### src/sv/mcf_pkg.sv
// mcf_pkg: shared types and constants for the message chunk framer
// opcode and register index codes, controller/datapath command and status structs
// no dependencies

package mcf_pkg;

    // input opcode codes (carried on s_axis_tuser)
    localparam logic [1:0] OP_START = 2'd0;
    localparam logic [1:0] OP_DATA  = 2'd1;
    localparam logic [1:0] OP_CLOSE = 2'd2;

    // configuration register indexes
    localparam logic CFG_NODE_ID  = 1'b0;
    localparam logic CFG_SEQ_TAG  = 1'b1;

    // fixed field widths
    localparam int HDR_BYTES    = 8;
    localparam int NODE_W       = 7;
    localparam int SEQ_W        = 16;
    localparam int MSG_W        = 32;
    localparam int CHUNK_W      = 8;
    localparam int CFG_DATA_W   = 16;

    // controller to datapath commands
    typedef struct packed {
        logic msg_start;   // new message: bump message counter, clear chunk and fill
        logic append;      // write the input byte into the payload store
        logic begin_emit;  // capture last flag, rewind the byte index
        logic emit_last;   // last-chunk flag for the packet being started
        logic load;        // move the next packet byte into the output register
        logic finish;      // final byte loaded: bump chunk, reset fill
    } t_dp_cmd;

    // datapath to controller status
    typedef struct packed {
        logic full_next;   // one more byte fills the packet
        logic slot_free;   // output register can take a byte this cycle
        logic final_idx;   // byte index points at the last packet byte
    } t_dp_status;

endpackage

### src/sv/mcf_datapath.sv
// mcf_datapath: counters, config registers, payload memory and output register
// executes commands from mcf_ctrl, reports status back
// depends on mcf_pkg

module mcf_datapath #(
    parameter int PACKET_BYTES = 32
) (
    input  logic                         i_clk,
    input  logic                         i_rst_n,
    input  mcf_pkg::t_dp_cmd             i_cmd,
    output mcf_pkg::t_dp_status          o_status,
    input  logic [7:0]                   i_data_byte,
    input  logic                         i_cfg_we,
    input  logic                         i_cfg_index,
    input  logic [mcf_pkg::CFG_DATA_W-1:0] i_cfg_data,
    input  logic                         i_out_ready,
    output logic                         o_out_valid,
    output logic [7:0]                   o_out_byte,
    output logic                         o_out_last
);

    localparam int DEPTH = PACKET_BYTES - mcf_pkg::HDR_BYTES;
    localparam int AW    = (DEPTH > 1) ? $clog2(DEPTH) : 1;
    localparam int IW    = $clog2(PACKET_BYTES + 1);
    localparam logic [IW-1:0] HDR     = IW'(mcf_pkg::HDR_BYTES);
    localparam logic [IW-1:0] FULL_M1 = IW'(PACKET_BYTES - 1);

    logic [7:0]                   r_mem [DEPTH];
    logic [7:0]                   r_rd_data;
    logic [IW-1:0]                r_fill, n_fill;
    logic [IW-1:0]                r_idx, n_idx;
    logic [mcf_pkg::MSG_W-1:0]    r_msg_cnt;
    logic [mcf_pkg::CHUNK_W-1:0]  r_chunk_cnt;
    logic [mcf_pkg::NODE_W-1:0]   r_node_id;
    logic [mcf_pkg::SEQ_W-1:0]    r_seq_tag;
    logic                         r_last;
    logic                         r_out_valid;
    logic [7:0]                   r_out_byte;
    logic                         r_out_last;

    logic [IW-1:0]  rd_off;
    logic [IW-1:0]  wr_off;
    logic [AW-1:0]  rd_addr;
    logic [AW-1:0]  wr_addr;
    logic [63:0]    hdr;
    logic [7:0]     hdr_byte;
    logic [7:0]     byte_sel;

    // next fill level and byte index
    always_comb begin
        n_fill = r_fill;
        if (i_cmd.msg_start || i_cmd.finish) begin
            n_fill = HDR;
        end else if (i_cmd.append) begin
            n_fill = r_fill + IW'(1);
        end
        n_idx = r_idx;
        if (i_cmd.begin_emit) begin
            n_idx = '0;
        end else if (i_cmd.load) begin
            n_idx = r_idx + IW'(1);
        end
    end

    // read address follows the index after this cycle, so read data lines up with r_idx
    assign rd_off  = n_idx - HDR;
    assign rd_addr = rd_off[AW-1:0];
    assign wr_off  = r_fill - HDR;
    assign wr_addr = wr_off[AW-1:0];

    assign hdr      = {r_node_id, r_seq_tag, r_msg_cnt, r_chunk_cnt, r_last};
    assign hdr_byte = hdr[{r_idx[2:0], 3'b000} +: 8];
    assign byte_sel = (r_idx < HDR) ? hdr_byte : r_rd_data;

    assign o_status.full_next = (r_fill == FULL_M1);
    assign o_status.slot_free = !r_out_valid || i_out_ready;
    assign o_status.final_idx = (r_idx == (r_fill - IW'(1)));

    // payload memory
    always_ff @(posedge i_clk) begin
        if (i_cmd.append) begin
            r_mem[wr_addr] <= i_data_byte;
        end
        r_rd_data <= r_mem[rd_addr];
    end

    // byte index, last flag and output registers (not reset)
    always_ff @(posedge i_clk) begin
        r_idx <= n_idx;
        if (i_cmd.begin_emit) begin
            r_last <= i_cmd.emit_last;
        end
        if (i_cmd.load) begin
            r_out_byte <= byte_sel;
            r_out_last <= o_status.final_idx;
        end
    end

    // control state
    always_ff @(posedge i_clk) begin
        if (!i_rst_n) begin
            r_fill      <= HDR;
            r_msg_cnt   <= '0;
            r_chunk_cnt <= '0;
            r_node_id   <= '0;
            r_seq_tag   <= '0;
            r_out_valid <= 1'b0;
        end else begin
            r_fill <= n_fill;
            if (i_cmd.msg_start) begin
                r_msg_cnt   <= r_msg_cnt + 32'd1;
                r_chunk_cnt <= '0;
            end else if (i_cmd.finish) begin
                r_chunk_cnt <= r_chunk_cnt + 8'd1;
            end
            if (i_cfg_we) begin
                unique case (i_cfg_index)
                    mcf_pkg::CFG_NODE_ID: r_node_id <= i_cfg_data[mcf_pkg::NODE_W-1:0];
                    mcf_pkg::CFG_SEQ_TAG: r_seq_tag <= i_cfg_data;
                    default: ;
                endcase
            end
            if (i_cmd.load) begin
                r_out_valid <= 1'b1;
            end else if (i_out_ready) begin
                r_out_valid <= 1'b0;
            end
        end
    end

    assign o_out_valid = r_out_valid;
    assign o_out_byte  = r_out_byte;
    assign o_out_last  = r_out_last;

endmodule

### src/sv/mcf_ctrl.sv
// mcf_ctrl: two-state controller, takes requests and sequences packet output
// drives mcf_datapath through command and status structs
// depends on mcf_pkg

module mcf_ctrl (
    input  logic                 i_clk,
    input  logic                 i_rst_n,
    input  logic                 i_in_valid,
    output logic                 o_in_ready,
    input  logic [1:0]           i_opcode,
    input  logic                 i_eom,
    input  mcf_pkg::t_dp_status  i_status,
    output mcf_pkg::t_dp_cmd     o_cmd
);

    localparam logic ST_IDLE = 1'b0;
    localparam logic ST_EMIT = 1'b1;

    logic r_state, n_state;
    logic acc;

    assign o_in_ready = (r_state == ST_IDLE);
    assign acc        = i_in_valid && o_in_ready;

    always_comb begin
        n_state = r_state;
        o_cmd   = '0;
        unique case (r_state)
            ST_IDLE: begin
                if (acc) begin
                    case (i_opcode)
                        mcf_pkg::OP_START: o_cmd.msg_start = 1'b1;
                        mcf_pkg::OP_DATA: begin
                            o_cmd.append = 1'b1;
                            if (i_status.full_next || i_eom) begin
                                o_cmd.begin_emit = 1'b1;
                                o_cmd.emit_last  = i_eom;
                                n_state          = ST_EMIT;
                            end
                        end
                        mcf_pkg::OP_CLOSE: begin
                            o_cmd.begin_emit = 1'b1;
                            o_cmd.emit_last  = 1'b1;
                            n_state          = ST_EMIT;
                        end
                        default: ;
                    endcase
                end
            end
            ST_EMIT: begin
                if (i_status.slot_free) begin
                    o_cmd.load = 1'b1;
                    if (i_status.final_idx) begin
                        o_cmd.finish = 1'b1;
                        n_state      = ST_IDLE;
                    end
                end
            end
            default: n_state = ST_IDLE;
        endcase
    end

    always_ff @(posedge i_clk) begin
        if (!i_rst_n) begin
            r_state <= ST_IDLE;
        end else begin
            r_state <= n_state;
        end
    end

endmodule

### src/sv/message_chunk_framer.sv
// message_chunk_framer: cuts a message byte stream into packets of at most PACKET_BYTES bytes
// a closing item starts emission; its first header byte loads once the output register is free
// throughput: one cycle per request that emits nothing; a closing request holds s_axis until
// its last packet byte (8 header + payload) is loaded into the single output register
// reset (synchronous, i_rst_n low): state, message/chunk counters, config, out valid cleared;
// fill to header size; payload memory is not cleared and is only ever read after being written

module message_chunk_framer #(
    parameter int PACKET_BYTES = 32   // total packet size in bytes, 9 to 64
) (
    input  logic        i_clk,
    input  logic        i_rst_n,
    // input requests
    input  logic        s_axis_tvalid,
    output logic        s_axis_tready,
    input  logic [7:0]  s_axis_tdata,   // [7:0] data_byte
    input  logic [1:0]  s_axis_tuser,   // [1:0] opcode
    input  logic        s_axis_tlast,   // end_of_message
    // packet bytes
    output logic        m_axis_tvalid,
    input  logic        m_axis_tready,
    output logic [7:0]  m_axis_tdata,   // [7:0] out_byte
    output logic        m_axis_tlast,   // end_of_packet
    // configuration writes
    input  logic        i_cfg_we,
    input  logic        i_cfg_index,    // 0 node_id, 1 sequence_tag
    input  logic [15:0] i_cfg_data
);

    mcf_pkg::t_dp_cmd    cmd;
    mcf_pkg::t_dp_status status;

    // controller: accepts requests while idle, paces output loads while emitting
    mcf_ctrl u_ctrl (
        .i_clk      (i_clk),
        .i_rst_n    (i_rst_n),
        .i_in_valid (s_axis_tvalid),
        .o_in_ready (s_axis_tready),
        .i_opcode   (s_axis_tuser),
        .i_eom      (s_axis_tlast),
        .i_status   (status),
        .o_cmd      (cmd)
    );

    // datapath: header fields, payload memory, byte index and output register
    mcf_datapath #(
        .PACKET_BYTES (PACKET_BYTES)
    ) u_datapath (
        .i_clk       (i_clk),
        .i_rst_n     (i_rst_n),
        .i_cmd       (cmd),
        .o_status    (status),
        .i_data_byte (s_axis_tdata),
        .i_cfg_we    (i_cfg_we),
        .i_cfg_index (i_cfg_index),
        .i_cfg_data  (i_cfg_data),
        .i_out_ready (m_axis_tready),
        .o_out_valid (m_axis_tvalid),
        .o_out_byte  (m_axis_tdata),
        .o_out_last  (m_axis_tlast)
    );

endmodule

### config.mk
export PLATFORM = sky130hd
export DESIGN_NAME = message_chunk_framer
export DESIGN_NICKNAME = d
export VERILOG_FILES = /design/src/sv/mcf_pkg.sv /design/src/sv/mcf_datapath.sv /design/src/sv/mcf_ctrl.sv /design/src/sv/message_chunk_framer.sv
export SDC_FILE = /design/constraint.sdc
export NUM_CORES = 1
export LEC_CHECK = 0
export BUFFER_PORTS_ARGS = -buffer_cell sky130_fd_sc_hd__clkbuf_2
export CAP_MARGIN = 0
export CORE_MARGIN = 8
export CORE_UTILIZATION = 60
export DETAILED_ROUTE_END_ITERATION = 8
export PLACE_DENSITY_LB_ADDON = 0.3
export SETUP_SLACK_MARGIN = 0.02
export SLEW_MARGIN = 20
export SYNTH_ARGS = -nofsm -noshare
export SYNTH_HDL_FRONTEND = slang
export SYNTH_HIERARCHICAL = 1
export SYNTH_SLANG_ARGS = --single-unit
### constraint.sdc
create_clock -name i_clk -period 4.6 [get_ports i_clk]
set_input_delay 0.46 -clock i_clk [delete_from_list [all_inputs] [get_ports i_clk]]
set_output_delay 0.46 -clock i_clk [all_outputs]
set_load 0.01 [all_outputs]
# Yosys cells after proc, flatten, opt, wreduce, memory -nomap -nowiden
# Memory sizes are Yosys's and may differ from the RTL's. A register that Yosys moved wholly into a read port is not among the register bits.
# Index checks and enable logic that the tools add are counted.
dict set report classes {
  n_addsub 7
  n_lt_le_gt_ge 1
  eq_ne 4
  n_shift 1
  muxes 22
  n_bitwise 4
  n_reduce_logical 12
}
# op n
set ops {}
lappend ops {{$shiftx A64 B7 Y8} 1}
lappend ops {{$add A32 B1 Y32 const B} 1}
lappend ops {{$add A6 B1 Y6 const B} 2}
lappend ops {{$mux W6} 2}
lappend ops {{$mux W1} 11}
lappend ops {{$sub A5 B4 Y5 const B} 2}
lappend ops {{$add A8 B1 Y8 const B} 1}
lappend ops {{$mux W4} 2}
lappend ops {{$mux W8} 1}
lappend ops {{$eq A6 B5 Y1 const B} 1}
lappend ops {{$eq A6 B6 Y1} 1}
lappend ops {{$lt A6 B4 Y1 const B} 1}
lappend ops {{$mux W2} 3}
lappend ops {{$reduce_or A2 Y1} 3}
lappend ops {{$sub A6 B1 Y6 const B} 1}
lappend ops {{$not A1 Y1} 4}
lappend ops {{$pmux W1 S2} 2}
lappend ops {{$pmux W2 S2} 1}
lappend ops {{$reduce_and A2 Y1} 2}
lappend ops {{$logic_or A1 B1 Y1} 3}
lappend ops {{$eq A2 B1 Y1 const B} 1}
lappend ops {{$eq A2 B2 Y1 const B} 1}
lappend ops {{$logic_not A2 Y1} 1}
lappend ops {{$reduce_bool A2 Y1} 1}
lappend ops {{other kinds (2)} 2}
dict set report totals {
  reg_bits 87
  ram_bits 192
  inputBits 33
  out_inout_bits 11
  elab_cells 63
  mem_count 1
}
# name words width rd rd_clocked_by_memory_dff write_ports line_no
set mem_list {}
lappend mem_list {u_datapath.r_mem 24 8 1 1 1 mcf_datapath.sv:28} ;# logic [7:0] r_mem [DEPTH];

# Depth between registers and ports, before layout
# Gate-level depths: netlist (run 1).
dict set report logic_depth {
  ltp_word 8
  depth_mapped 16
  mapped_depth_nobuf 12
}

# Hierarchy
# Netlist (run 1), hierarchy kept.
# module instances cells_per_inst area_each_um2 seq_area_each_um2
set modules_own_cells {}
lappend modules_own_cells {mcf_datapath 1 1118 13132.6 7747.4}
lappend modules_own_cells {mcf_ctrl 1 21 163.9 20.0}

# Least setup slack after synthesis (run 1)
# No wires, ideal clock.
dict set report synth_timing {
  path_kind {reg2reg}
  from {register u_datapath.r_fill[3]}
  to {register u_datapath.r_rd_data[7] (read register of u_datapath.r_mem)}
  setup_ps 120
  arrival_ps 2831
  required_ps 4480
  path_slack_ps 1649
  stages_incl_launch_ff 15
  n_path_buf 3
  period_less_slack_ps 2951
  path_cell_list {dfxtp_1 > clkbuf_1 > and2_0 > clkbuf_1 > nand2_1 > nor3b_1 > o21a_1 > o211ai_2 > inv_1 > or2_1 > buf_4 > mux4_2 > nor2_1 > and4b_1 > o31a_1}
}
# element line_no
set synth_lines {}
lappend synth_lines {{start: declaration} mcf_datapath.sv:30} ;# logic [IW-1:0] r_fill, n_fill;
lappend synth_lines {{start signal: assignment} mcf_datapath.sv:109} ;# r_fill <= n_fill;
lappend synth_lines {{end: declaration} mcf_datapath.sv:29} ;# logic [7:0] r_rd_data;

==> tab_implementation.tex, run 1 <==
\begin{tabular}{lr}
\hline
Metric & Value \\
\hline
\multicolumn{2}{l}{\textbf{STA}} \\
\quad Number of endpoints failing setup at the final stage & 0 \\
\quad Setup Skew & 0.0163 ns \\
\quad Setup repair after global routing missed its margin & no \\
\quad Period utilisation layout & about three quarters \\
\quad Post-route worst hold slack & 0.147 ns \\
\quad Tightest Pin Transition & roughly 1.1 ns \\
\quad Max transition margin & roughly 26\% \\
\quad Hold violation total from the final report & 0 \\
\quad Setup\_tns & 0 ns \\
\quad FMAX & 0.283 GHz \\
\quad Fin crit period & approximately 3.5 ns \\
\quad Number of max-slew violations in the final report & 0 \\
\multicolumn{2}{l}{\textbf{Die}} \\
\quad Standard-cell row count & between 50 and 60 \\
\quad Die Height & 165 µm \\
\quad Die extent in x & 165 µm \\
\quad Initial standard-cell utilization of the core & 60.9\% \\
\quad Full die area & about 0.027 mm² \\
\quad Area of the core region & around 0.022 mm² \\
\quad Number of top-level design ports & between 40 and 50 \\
\multicolumn{2}{l}{\textbf{Worst hold path}} \\
\quad Worst min-delay path class & in -> reg \\
\multicolumn{2}{l}{\textbf{Pwr}} \\
\quad Leakage power & around 0.0049 µW \\
\quad VDD IR-drop max & $\sim$0.35 mV \\
\quad Power per cell area & roughly 500 mW/mm² \\
\multicolumn{2}{l}{\textbf{Route}} \\
\quad Total routed wirelength & $\sim$32,000 µm \\
\quad Avg WL per Cell & 22.2 µm \\
\quad First-pass detailed-route iteration total & 5 \\
\quad Total vias in the final route & a little over 9,000 \\
\quad Starting DRC count in detailed routing & 936 \\
\quad Antenna-violating nets left & 0 \\
\quad Vias/cell & roughly 6.4 \\
\quad \# DRC & 0 \\
\multicolumn{2}{l}{\textbf{Clock tree}} \\
\quad Post-CTS setup buffers & 0 \\
\quad Clock slew seen by the registers of the worst setup and hold paths & 0.06 ns \\
\quad Number of buffers between clock root and the deepest sink & 3 \\
\quad Num CTS Buffers & 30 \\
\quad Maximum level of the CTS H-tree & 1 \\
\quad Clock tree from TritonCTS & yes \\
\quad Later-pin clock latency in the skew report & between 0.5 and 0.6 ns \\
\quad Clock Root Buffer & clkbuf\_16 \\
\quad Number of buffers added to fix hold violations after cts & 0 \\
\quad Total number of clock tree sinks & 287 \\
\quad Resized Gates After CTS & 0 \\
\multicolumn{2}{l}{\textbf{Setup path}} \\
\quad Cell with the largest stage delay on the worst path & dfxtp\_1 \\
\quad Required time of the critical path & about 5.1 ns \\
\quad Worst Setup End Kind & register \\
\quad Critical setup path kind & reg -> reg \\
\quad Biggest cell delay along the critical path & 0.49 ns \\
\quad Buffers plus inverters on the worst setup path & 4 \\
\quad Arrival time reported for the critical path endpoint & about 4.0 ns \\
\quad Critical path, cell by cell & and2\_0 -> nand2\_1 -> nor3b\_1 -> o21a\_1 -> o211ai\_2 -> inv\_1 -> buf\_4 -> inv\_1 -> nand2\_1 -> buf\_4 -> a31oi\_1 -> o221ai\_1 -> o211ai\_1 -> o211ai\_1 \\
\quad Maximum fanout count along the critical path & 25 \\
\quad Launching element type of the critical path & register \\
\quad Category of cells accounting for the largest share of critical-path delay & simple AND/OR/NAND/NOR gates \\
\multicolumn{2}{l}{\textbf{Placement}} \\
\quad RePlAce Congestion & roughly 0.86 \\
\quad Count of placed standard cells including taps & 1,389 \\
\quad Placed wire-length estimate after detailed placement & around 20,000 µm \\
\quad Number of buffers added on ports & 43 \\
\multicolumn{2}{l}{\textbf{Global route}} \\
\quad Global-route wire length before repair & between 50,000 and 60,000 µm \\
\quad Number of antenna violations at the first check in global routing & 0 \\
\quad Global routing usage summed across all routing layers & a little under a quarter \\
\quad Via count of the first global-routing pass & 8,959 \\
\quad Total congestion overflow after global routing & 0 \\
\quad Maximum number of pins on one net before global-route repair & slightly above 100 \\
\multicolumn{2}{l}{\textbf{Yosys}} \\
\quad Synthesized flop and latch total & between 200 and 300 \\
\quad Post-synthesis sequential area ratio & 58.4\% \\
\quad Post-synthesis cell area & 0.0133 mm² \\
\quad Average footprint of a synthesized cell & around 12 µm² \\
\quad Total of warnings raised by yosys & 6 \\
\quad Gate Count Post-Synth & between 1,000 and 1,500 \\
\quad Syn\_nets & $\sim$1,200 \\
\quad Distinct cell type count of the synthesized netlist & 46 \\
\multicolumn{2}{l}{\textbf{Finish}} \\
\quad Most frequent cells in the layout & edfxtp\_1 (202), nor2\_1 (90), dfxtp\_1 (83) \\
\quad Most common cell after layout, fill and taps aside & edfxtp\_1 \\
\quad Area added between synthesis and finish & 9.96\% \\
\quad Ratio of cells with drive above 1 in the final layout & about an eighth \\
\quad Diode count & 0 \\
\quad Fill cell instance count of the final layout & approximately 1,500 \\
\quad Final layout net count & about 1,200 \\
\quad Final Instance Count excl. Fillers & roughly 1,400 \\
\multicolumn{2}{l}{\textbf{Job}} \\
\quad Max\_cap viols & 0 \\
\multicolumn{2}{l}{\textbf{Status}} \\
\quad Result of the run & complete, no violations \\
\hline
\end{tabular}
==> flip-flops by register name, summed over array words and instances (netlist names) <==
register	cells
u_ctrl/r_state	1
u_datapath/o_out_byte	8
u_datapath/o_out_last	1
u_datapath/o_out_valid	1
u_datapath/r_chunk_cnt	8
u_datapath/r_fill	6
u_datapath/r_idx	6
u_datapath/r_last	1
u_datapath/r_mem	192
u_datapath/r_msg_cnt	32
u_datapath/r_node_id	7
u_datapath/r_rd_data	8
u_datapath/r_seq_tag	16
==> synth_stat cells (all sizes together) <==
master | number | area share (%)
edfxtp | 202 | 46
nor2 | 92 | 2.6
dfxtp | 85 | 13
o21ai | 81 | 3.0
clkbuf | 69 | 2.0
nand2 | 68 | 1.9
nand2b | 64 | 3.0
a31oi | 56 | 2.6
and2 | 42 | 2.0
mux4 | 35 | 5.9
nor3 | 32 | 1.2
mux2i | 28 | 2.1
o22ai | 28 | 1.3
or3 | 26 | 1.2
a21boi | 25 | 1.4
xnor2 | 24 | 1.6
o211ai | 23 | 1.3
xor2 | 21 | 1.4
buf | 19 | 0.71
nor2b | 16 | 0.81
nand4 | 15 | 0.71
a21oi | 14 | 0.53
o221ai | 14 | 0.92
and3 | 13 | 0.61
inv | 12 | 0.34
ha | 10 | 0.94
nand3 | 7 | 0.26
and4 | 5 | 0.33
nor3b | 3 | 0.17
or2 | 3 | 0.14
a211oi | 1 | 0.056
and4b | 1 | 0.075
nand4b | 1 | 0.066
o21a | 1 | 0.056
o31a | 1 | 0.066
or3b | 1 | 0.066
or4 | 1 | 0.056
==> power breakdown <==
part	switching, µW	internal, µW
sequential	104	2840
combinational	1170	678
clock	971	1380
total	2250	4900
==> worst paths after layout <==
kind	to	start	slack (ns)	depth (start not counted)
hold reg to reg	u_datapath/r_seq_tag[14]	u_datapath/r_seq_tag[14]	0.47	2
hold / removal	u_datapath/r_seq_tag[13]	i_cfg_data[13]	0.15	3
setup reg to reg	u_datapath/r_rd_data[6]	u_datapath/r_fill[3]	1.07	14
setup / recovery	u_datapath/r_rd_data[6]	u_datapath/r_fill[3]	1.07	14
==> worst reg2reg max path: cells and delay by family (launching register included) <==
kind	cells	cell delay, ns
AND/OR/NAND/NOR	4	1.20
AO/OA/AOI/OAI	6	0.93
flip-flops	1	0.49
buffers and inverters	4	0.83
==> cells by family after synthesis <==
family | Yosys count | share of synthesized area, %
AO/OA/AOI/OAI | 244 | 11.4
adder cells (fa/ha/maj) | 10 | 0.941
multiplexers | 63 | 8.04
buffers and inverters | 100 | 3.00
AND/OR/NAND/NOR | 390 | 15.2
XOR/XNOR | 45 | 2.96
flip-flops | 287 | 58.4
==> routing by layer <==
| layer | up-vias | share of wire, % | GRT usage, % |
|---|---|---|---|
| met5 | - | 0 | 0 |
| met4 | 0 | 3.9 | 9.42 |
| met3 | 94 | 8.3 | 4.01 |
| met2 | 452 | 46 | 37.9 |
| met1 | 4445 | 41 | 32.6 |
| li1 | 4224 | - | - |
==> through the flow <==
stage	power, µW	area (µm²)	utilization, %	setup WS (ns)
floorplan	4290	13300	-	1.65
global placement	4750	13700	62.6	1.20
detailed placement	4790	13700	62.6	1.17
CTS	7150	14600	67.0	1.08
global route	7430	14600	67.0	0.680
finish	7140	14600	67.0	1.07
==> area by class of cell <==
class                   instances  area [µm²]  share of cell area, %
clock buffers                  37         787                   5.38
clock inverters                19         181                   1.24
inverters                      12        45.0                  0.308
multi-input cells             752        5160                   35.3
flip-flops and latches        287        7770                   53.2
well taps                     280         350                   2.40
repair buffers                 58         328                   2.24
Note: power is estimated with default switching activity, not from simulation.
==> inputs of run 2 (changes only) <==
Settings changed: ABC_AREA set to 1, CORE_UTILIZATION 60 to 56.
Clock period 4.6 ns to 3.05 ns, I/O delays scaled along.
==> tab_implementation.tex, run 2 <==
\begin{tabular}{lr}
\hline
Metric & Value \\
\hline
\multicolumn{2}{l}{\textbf{Yosys}} \\
\quad Post-synthesis sequential area ratio & 60.7\% (+2.3 points) \\
\quad Most used standard cell by instance count after synthesis & nand2\_1 \\
\quad Synthesized flop and latch total & 287 (unchanged) \\
\quad Cell types with the largest area share after synthesis & edfxtp\_1 (47\%), dfxtp\_1 (13\%), nand2\_1 (6.6\%) \\
\quad Share of the synthesized area in the top cell type & 47.4\% (+1.8 points) \\
\quad Syn\_nets & 1,417 (+20\%) \\
\quad Gate Count Post-Synth & 1,374 (+21\%) \\
\quad Yosys top cell by area & edfxtp\_1 \\
\quad Synth async-reset ratio & 0\% (unchanged) \\
\quad Average footprint of a synthesized cell & 9.31 µm² (-20\%) \\
\quad Post-synth top cells & nand2\_1 (226), edfxtp\_1 (202), inv\_1 (195) \\
\quad Total of warnings raised by yosys & 6 (unchanged) \\
\quad Post-synthesis cell area & 0.0128 mm² (-3.8\%) \\
\quad Distinct cell type count of the synthesized netlist & 34 (-26\%) \\
\quad Number of flops mapped to enable cells by yosys & 202 (unchanged) \\
\quad Top FF cell, synth & edfxtp\_1 \\
\multicolumn{2}{l}{\textbf{Setup path}} \\
\quad Critical path, cell by cell & inv\_1 -> ha\_1 -> xnor2\_1 -> a21oi\_1 -> nand3b\_1 -> nor3\_1 -> nand2\_1 -> nor2\_1 -> nand2\_1 -> nor2\_1 -> nand2\_1 -> nor3\_1 -> nand2\_1 -> o21ai\_0 -> a21oi\_1 \\
\quad Required time of the critical path & 3.49 ns (-1.58 ns) \\
\quad Cell with the largest stage delay on the worst path & dfxtp\_1 \\
\quad Critical setup path kind & reg -> reg \\
\quad Buffers plus inverters on the worst setup path & 1 (-3) \\
\quad Maximum fanout count along the critical path & 5 (-80\%) \\
\quad Category of cells accounting for the largest share of critical-path delay & simple AND/OR/NAND/NOR gates \\
\quad Number of cells on the worst reg-to-reg path & 15 (+1) \\
\quad Launching element type of the critical path & register \\
\quad Reg-to-Reg Start & u\_datapath/r\_fill[0] \\
\quad Register-to-register setup slack & 0.32 ns (-0.76 ns) \\
\quad Worst Setup End Kind & register \\
\quad Biggest cell delay along the critical path & 0.42 ns (-0.07 ns) \\
\quad Reg-to-reg critical path endpoint & u\_datapath/r\_chunk\_cnt[7] \\
\quad Arrival time reported for the critical path endpoint & 3.18 ns (-0.82 ns) \\
\quad Most used cell along the critical path & nand2\_1 \\
\multicolumn{2}{l}{\textbf{Die}} \\
\quad Initial standard-cell utilization of the core & 56.8\% (-4.1 points) \\
\quad Number of top-level design ports & 44 (unchanged) \\
\quad Standard-cell row count & 55 (+1.9\%) \\
\quad Area of the core region & 0.0225 mm² (+3.1\%) \\
\quad Die extent in x & 167 µm (+1.4\%) \\
\quad Full die area & 0.0279 mm² (+2.8\%) \\
\quad Die Height & 167 µm (+1.4\%) \\
\multicolumn{2}{l}{\textbf{STA}} \\
\quad Setup repair after global routing missed its margin & no \\
\quad Setup Skew & 0.0139 ns (-0.00237 ns) \\
\quad Max transition margin & 49.3\% (+24 points) \\
\quad Fin crit period & 2.73 ns (-0.793 ns) \\
\quad Tightest Pin Transition & 0.758 ns (-0.353 ns) \\
\quad Minimum setup slack in the final design & 0.315 ns (-0.757 ns) \\
\quad Period utilisation layout & 89.7\% (+13 points) \\
\quad Number of max-slew violations in the final report & 0 (unchanged) \\
\quad Hold violation total from the final report & 0 (unchanged) \\
\quad FMAX & 0.366 GHz (+29\%) \\
\quad Number of endpoints failing setup at the final stage & 0 (unchanged) \\
\quad Setup\_tns & 0 ns (unchanged) \\
\quad Post-route worst hold slack & 0.00835 ns (-0.138 ns) \\
\multicolumn{2}{l}{\textbf{Clock tree}} \\
\quad Num CTS Buffers & 29 (-3.3\%) \\
\quad Number of buffers added to fix hold violations after cts & 4 (+4) \\
\quad Clock slew seen by the registers of the worst setup and hold paths & 0.06 ns (about the same) \\
\quad Number of buffers between clock root and the deepest sink & 3 (unchanged) \\
\quad Total number of clock tree sinks & 287 (unchanged) \\
\quad Clock Root Buffer & clkbuf\_16 \\
\quad Later-pin clock latency in the skew report & 0.56 ns (about the same) \\
\quad Clock tree from TritonCTS & yes \\
\quad Post-CTS setup buffers & 0 (unchanged) \\
\quad Maximum level of the CTS H-tree & 1 (unchanged) \\
\quad Resized Gates After CTS & 0 (unchanged) \\
\multicolumn{2}{l}{\textbf{Finish}} \\
\quad Cell area after layout & 0.0144 mm² (-1.2\%) \\
\quad Most frequent cells in the layout & nand2\_1 (225), edfxtp\_1 (202), inv\_1 (195) \\
\quad Flip-flop count of the largest register after layout & 192 (unchanged) \\
\quad Ratio of cells with drive above 1 in the final layout & 10.0\% (-3.0 points) \\
\quad Area added between synthesis and finish & 12.9\% \\
\quad Final layout net count & 1,479 (+25\%) \\
\quad Register with the highest flop count & u\_datapath/r\_mem \\
\quad Largest registers ranked by flip-flop count & u\_datapath/r\_mem (192), u\_datapath/r\_msg\_cnt (32), u\_datapath/r\_seq\_tag (16) \\
\quad Diode count & 0 (unchanged) \\
\quad Most common cell after layout, fill and taps aside & nand2\_1 \\
\multicolumn{2}{l}{\textbf{Global route}} \\
\quad Maximum number of pins on one net before global-route repair & 74 (-27\%) \\
\quad Total congestion overflow after global routing & 0 (unchanged) \\
\quad Global-route wire length before repair & 49,600 µm (-1.3\%) \\
\quad Number of antenna violations at the first check in global routing & 0 (unchanged) \\
\quad Global routing usage summed across all routing layers & 22.0\% (-1.9 points) \\
\quad Via count of the first global-routing pass & 9,402 (+4.9\%) \\
\multicolumn{2}{l}{\textbf{Route}} \\
\quad First-pass detailed-route iteration total & 5 (unchanged) \\
\quad \# DRC & 0 (unchanged) \\
\quad Starting DRC count in detailed routing & 954 (+1.9\%) \\
\quad Antenna-violating nets left & 0 (unchanged) \\
\quad Vias/cell & 5.65 (-11\%) \\
\quad Avg WL per Cell & 17.8 µm (-20\%) \\
\quad Total vias in the final route & 9,849 (+6.9\%) \\
\quad Total routed wirelength & 30,900 µm (-3.8\%) \\
\multicolumn{2}{l}{\textbf{Placement}} \\
\quad Number of buffers added on ports & 43 (unchanged) \\
\quad Placement Cell Area & 0.0135 mm² (-1.1\%) \\
\quad Worst setup slack after placement & 0.332 ns (-0.833 ns) \\
\quad RePlAce Congestion & 0.939 (+9.2\%) \\
\quad Placed wire-length estimate after detailed placement & 20,800 µm (+1.6\%) \\
\multicolumn{2}{l}{\textbf{Pwr}} \\
\quad VDD IR-drop max & 0.572 mV (+61\%) \\
\quad Leakage power & 0.00574 µW (+17\%) \\
\quad Total power after layout & 9910 µW (+39\%) \\
\quad Power per cell area & 686 mW/mm² (+40\%) \\
\multicolumn{2}{l}{\textbf{Worst hold path}} \\
\quad Worst-case hold path end point & u\_datapath/r\_seq\_tag[13] \\
\quad Worst min-delay path class & in -> reg \\
\quad HP Start & i\_cfg\_data[13] \\
\quad Number of cells on the worst hold path & 3 (unchanged) \\
\multicolumn{2}{l}{\textbf{Job}} \\
\quad Max\_cap viols & 0 (unchanged) \\
\multicolumn{2}{l}{\textbf{Status}} \\
\quad Result of the run & complete, no violations \\
\hline
\end{tabular}
## run 2: cell type report
cell class,instances,area (µm²)
fillers,1825,8070
clock buffers,33,751
clock inverters,19,151
flip-flops and latches,287,7770
repair buffers,90,628
multi-input cells,827,4030
well taps,285,357
inverters,201,754
## run 2: logic make-up (layout without fill, tap and decap cells)
family / Yosys count / after routing / share of synthesized area [%]
simple gates: 542 / 542 / 18.3
flops: 287 / 287 / 60.7
buf+inv: 260 / 343 / 7.81
compound gates: 259 / 259 / 11.1
xor+xnor: 16 / 16 / 1.10
fa+ha+maj: 10 / 10 / 0.978
## run 2: per-stage QoR
| stage | utilization (%) | cells |
|---|---|---|
| after floorplan | - | 1374 |
| after global placement | 60.0 | 1686 |
| after detailed placement | 60.0 | 1686 |
| after CTS | 64.2 | 1742 |
| after global routing | 64.2 | 1742 |
| final | 64.2 | 1742 |
## run 2: how the worst max path moves through the flow
stage          cells past startpoint  slack (ns)                         to            startpoint
3_3_place_gp                      15        0.45  u_datapath/r_chunk_cnt[7]  u_datapath/r_fill[0]
3_5_place_dp                      15        0.33  u_datapath/r_chunk_cnt[7]  u_datapath/r_fill[0]
2_1_floorplan                     16        0.57  u_datapath/r_chunk_cnt[7]  u_datapath/r_fill[0]
4_1_cts                           15        0.31  u_datapath/r_chunk_cnt[7]  u_datapath/r_fill[0]
6_report                          15        0.32  u_datapath/r_chunk_cnt[7]  u_datapath/r_fill[0]
5_1_grt                           15        0.05  u_datapath/r_chunk_cnt[7]  u_datapath/r_fill[0]
## run 2: power by group
part / switching [µW] / internal, µW / total (µW) / leakage (µW)
Sequential: 101 / 4300 / 4400 / 0.00251
Combinational: 1450 / 684 / 2130 / 0.00278
Clock: 1450 / 1930 / 3370 / 0.000446
## run 2: worst reg2reg max path: cells and delay by family, from the launching register on
| kind | cells | cell delay (ns) |
|---|---|---|
| buf+inv | 1 | 0.15 |
| compound gates | 3 | 0.38 |
| fa+ha+maj | 1 | 0.36 |
| flops | 1 | 0.42 |
| simple gates | 9 | 1.18 |
| xor+xnor | 1 | 0.13 |
## run 2: layer usage
layer | vias to the layer above | wire length (µm) | GRT usage, %
met4 | 0 | 1130 | 8.62
met3 | 89 | 1980 | 2.73
met1 | 4607 | 12500 | 27.6
li1 | 4747 | - | -
met5 | - | 0 | 0
met2 | 406 | 15300 | 38.4
==> inputs of run 3 (changes only) <==
Clock period 3.05 ns to 2.4 ns, I/O delays scaled along.
==> tab_implementation.tex, run 3 (synthesis gave the netlist of run 2 again) <==
\begin{tabular}{lr}
\hline
Metric & Value \\
\hline
\multicolumn{2}{l}{\textbf{Status}} \\
\quad Result of the run & complete, no violations \\
\multicolumn{2}{l}{\textbf{Route}} \\
\quad Total routed wirelength & 33,500 µm (+8.3\%) \\
\quad Starting DRC count in detailed routing & 1,059 (+11\%) \\
\quad Antenna-violating nets left & 0 (unchanged) \\
\quad Avg WL per Cell & 18.6 µm (+4.8\%) \\
\quad Vias/cell & 5.67 (+0.29\%) \\
\quad \# DRC & 0 (unchanged) \\
\quad Total vias in the final route & 10,200 (+3.6\%) \\
\quad First-pass detailed-route iteration total & 5 (unchanged) \\
\multicolumn{2}{l}{\textbf{Finish}} \\
\quad Largest registers ranked by flip-flop count & u\_datapath/r\_mem (192), u\_datapath/r\_msg\_cnt (32), u\_datapath/r\_seq\_tag (16) \\
\quad FF/Latch Area & 0.00777 mm² (about the same) \\
\quad Most frequent cells in the layout & nand2\_1 (220), edfxtp\_1 (202), inv\_1 (191) \\
\quad Final Instance Count excl. Fillers & 1,800 (+3.3\%) \\
\quad Final layout net count & 1,536 (+3.9\%) \\
\quad Diode count & 0 (unchanged) \\
\quad Flip-flop count of the largest register after layout & 192 (unchanged) \\
\quad Ratio of cells with drive above 1 in the final layout & 14.2\% (+4.2 points) \\
\quad Cell area after layout & 0.0151 mm² (+4.9\%) \\
\quad Most common cell after layout, fill and taps aside & nand2\_1 \\
\quad Area occupied by multi-input gates & 0.00409 mm² (+1.4\%) \\
\quad Fill cell instance count of the final layout & 1,710 (-6.3\%) \\
\quad Register with the highest flop count & u\_datapath/r\_mem \\
\quad Area added between synthesis and finish & 18.3\% \\
\multicolumn{2}{l}{\textbf{Setup path}} \\
\quad Worst Setup End Kind & register \\
\quad Maximum fanout count along the critical path & 13 (+8) \\
\quad Register-to-register setup slack & 0.08 ns (-0.23 ns) \\
\quad Biggest cell delay along the critical path & 0.34 ns (-0.08 ns) \\
\quad Most used cell along the critical path & nand3\_1 \\
\quad Launching element type of the critical path & register \\
\quad Critical path, cell by cell & ha\_2 -> inv\_2 -> nor3\_2 -> nand2\_1 -> nand3\_1 -> nand2\_2 -> inv\_2 -> inv\_4 -> buf\_12 -> nand2\_2 -> nor2\_4 -> bufbuf\_16 -> buf\_4 -> nand2\_1 -> nand3\_1 -> nand3\_1 -> nand3\_1 \\
\quad Cell with the largest stage delay on the worst path & dfxtp\_2 \\
\quad Number of cells on the worst reg-to-reg path & 17 (+2) \\
\quad Critical setup path kind & reg -> reg \\
\quad Required time of the critical path & 2.84 ns (-0.65 ns) \\
\quad Arrival time reported for the critical path endpoint & 2.75 ns (-0.43 ns) \\
\quad Reg-to-Reg Start & u\_datapath/r\_fill[0] \\
\quad Reg-to-reg critical path endpoint & u\_datapath/r\_rd\_data[4] \\
\multicolumn{2}{l}{\textbf{Die}} \\
\quad Number of top-level design ports & 44 (unchanged) \\
\quad Area of the core region & 0.0225 mm² (unchanged) \\
\quad Die Height & 167 µm (unchanged) \\
\quad Initial standard-cell utilization of the core & 56.8\% (unchanged) \\
\quad Standard-cell row count & 55 (unchanged) \\
\quad Full die area & 0.0279 mm² (unchanged) \\
\quad Die extent in x & 167 µm (unchanged) \\
\multicolumn{2}{l}{\textbf{Global route}} \\
\quad Number of antenna violations at the first check in global routing & 0 (unchanged) \\
\quad Total congestion overflow after global routing & 0 (unchanged) \\
\quad Global routing usage summed across all routing layers & 23.4\% (+1.3 points) \\
\quad Maximum number of pins on one net before global-route repair & 47 (-36\%) \\
\quad Global-route wire length before repair & 52,000 µm (+4.9\%) \\
\quad Via count of the first global-routing pass & 9,938 (+5.7\%) \\
\multicolumn{2}{l}{\textbf{Clock tree}} \\
\quad Total number of clock tree sinks & 287 (unchanged) \\
\quad Num CTS Buffers & 29 (unchanged) \\
\quad Clock Root Buffer & clkbuf\_16 \\
\quad Clock slew seen by the registers of the worst setup and hold paths & 0.06 ns (about the same) \\
\quad Clock tree from TritonCTS & yes \\
\quad Later-pin clock latency in the skew report & 0.56 ns (about the same) \\
\quad Number of buffers between clock root and the deepest sink & 3 (unchanged) \\
\quad Maximum level of the CTS H-tree & 1 (unchanged) \\
\multicolumn{2}{l}{\textbf{STA}} \\
\quad Setup repair after global routing missed its margin & yes \\
\quad Number of endpoints failing setup at the final stage & 0 (unchanged) \\
\quad FMAX & 0.432 GHz (+18\%) \\
\quad Period utilisation layout & 96.5\% (+6.9 points) \\
\quad Max transition margin & 59.1\% (+9.8 points) \\
\quad Setup Skew & 0.0122 ns (-0.00171 ns) \\
\quad Fin crit period & 2.32 ns (-0.418 ns) \\
\quad Hold violation total from the final report & 0 (unchanged) \\
\quad Minimum setup slack in the final design & 0.0831 ns (-0.232 ns) \\
\quad Number of max-slew violations in the final report & 0 (unchanged) \\
\quad Tightest Pin Transition & 0.614 ns (-0.144 ns) \\
\multicolumn{2}{l}{\textbf{Placement}} \\
\quad Number of buffers added on ports & 43 (unchanged) \\
\quad Worst setup slack after placement & -0.0506 ns (-0.383 ns) \\
\quad Placement Cell Area & 0.0139 mm² (+2.7\%) \\
\quad Count of placed standard cells including taps & 1,721 (+2.1\%) \\
\quad Placed wire-length estimate after detailed placement & 21,900 µm (+5.3\%) \\
\quad RePlAce Congestion & 0.929 (-1.1\%) \\
\multicolumn{2}{l}{\textbf{Worst hold path}} \\
\quad Number of cells on the worst hold path & 3 (unchanged) \\
\quad Worst min-delay path class & in -> reg \\
\quad HP Start & s\_axis\_tvalid \\
\quad Worst-case hold path end point & u\_datapath/r\_last \\
\multicolumn{2}{l}{\textbf{Job}} \\
\quad Max\_cap viols & 0 (unchanged) \\
\multicolumn{2}{l}{\textbf{Pwr}} \\
\quad Power per cell area & 870 mW/mm² (+27\%) \\
\quad VDD IR-drop max & 0.716 mV (+25\%) \\
\quad Leakage power & 0.00609 µW (+6.1\%) \\
\hline
\end{tabular}
## run 3: how the worst max path moves through the flow
stage	startpoint	end	slack [ns]	cells past startpoint
after global placement	s_axis_tuser[0]	u_datapath/r_rd_data[7]	-0.02	17
after CTS	u_datapath/r_fill[0]	u_datapath/r_rd_data[7]	-0.004	17
after global routing	u_datapath/r_fill[0]	u_datapath/r_chunk_cnt[7]	-0.05	15
final	u_datapath/r_fill[0]	u_datapath/r_rd_data[4]	0.08	17
after floorplan	u_datapath/r_fill[4]	u_datapath/r_rd_data[1]	0.02	18
after detailed placement	u_datapath/r_fill[0]	u_datapath/r_rd_data[7]	-0.05	17
## run 3: through the flow
| step | total power (µW) | hold slack (ns) | TNS [ns] | utilization (%) |
|---|---|---|---|---|
| 2_1_floorplan | 7470 | 0.339 | 0 | - |
| 3_3_place_gp | 8620 | 0.460 | -0.0205 | 61.6 |
| 3_5_place_dp | 8670 | 0.474 | -0.0673 | 61.6 |
| 4_1_cts | 13000 | 0.0651 | -0.00370 | 66.5 |
| 5_1_grt | 13700 | 0.0899 | -0.0657 | 67.3 |
| 6_report | 13200 | 0.0847 | 0 | 67.3 |
## run 3: layout make-up
class	instances	area share, %
clock buffers	34	4.92
clock inverters	19	0.950
inverters	201	5.00
multi-input cells	827	27.0
flip-flops and latches	287	51.3
well taps	285	2.36
repair buffers	147	8.45
## run 3: what timing repair did
action | in CTS | in global routing
endpoints found under the setup margin | 3 | 12
pin swaps | 1 | 8
gates cloned | 1 | 3
endpoints found under the hold margin | 22 | 0
gates resized for setup | 6 | 19
buffers inserted | 0 | 6
hold buffers | 16 | 0
## run 3: critical path, delay by kind of cell, from the launching register on
| family | cells | cell delay [ns] |
|---|---|---|
| buf+inv | 6 | 0.75 |
| fa+ha+maj | 1 | 0.19 |
| flops | 1 | 0.34 |
| simple gates | 10 | 0.91 |
## run 3: metal layers
metal | global-route usage (%) | routed length [µm] | vias up
met4 | 10.3 | 1390 | 0
met3 | 3.62 | 2190 | 102
met2 | 41.0 | 16600 | 420
met1 | 28.1 | 13300 | 4814
met5 | 0 | 0 | -
li1 | - | - | 4870
## run 3: where the power goes
group | internal [µW] | switching [µW]
Combinational | 1270 | 2090
Sequential | 5460 | 108
Clock | 2340 | 1910
Total | 9070 | 4100
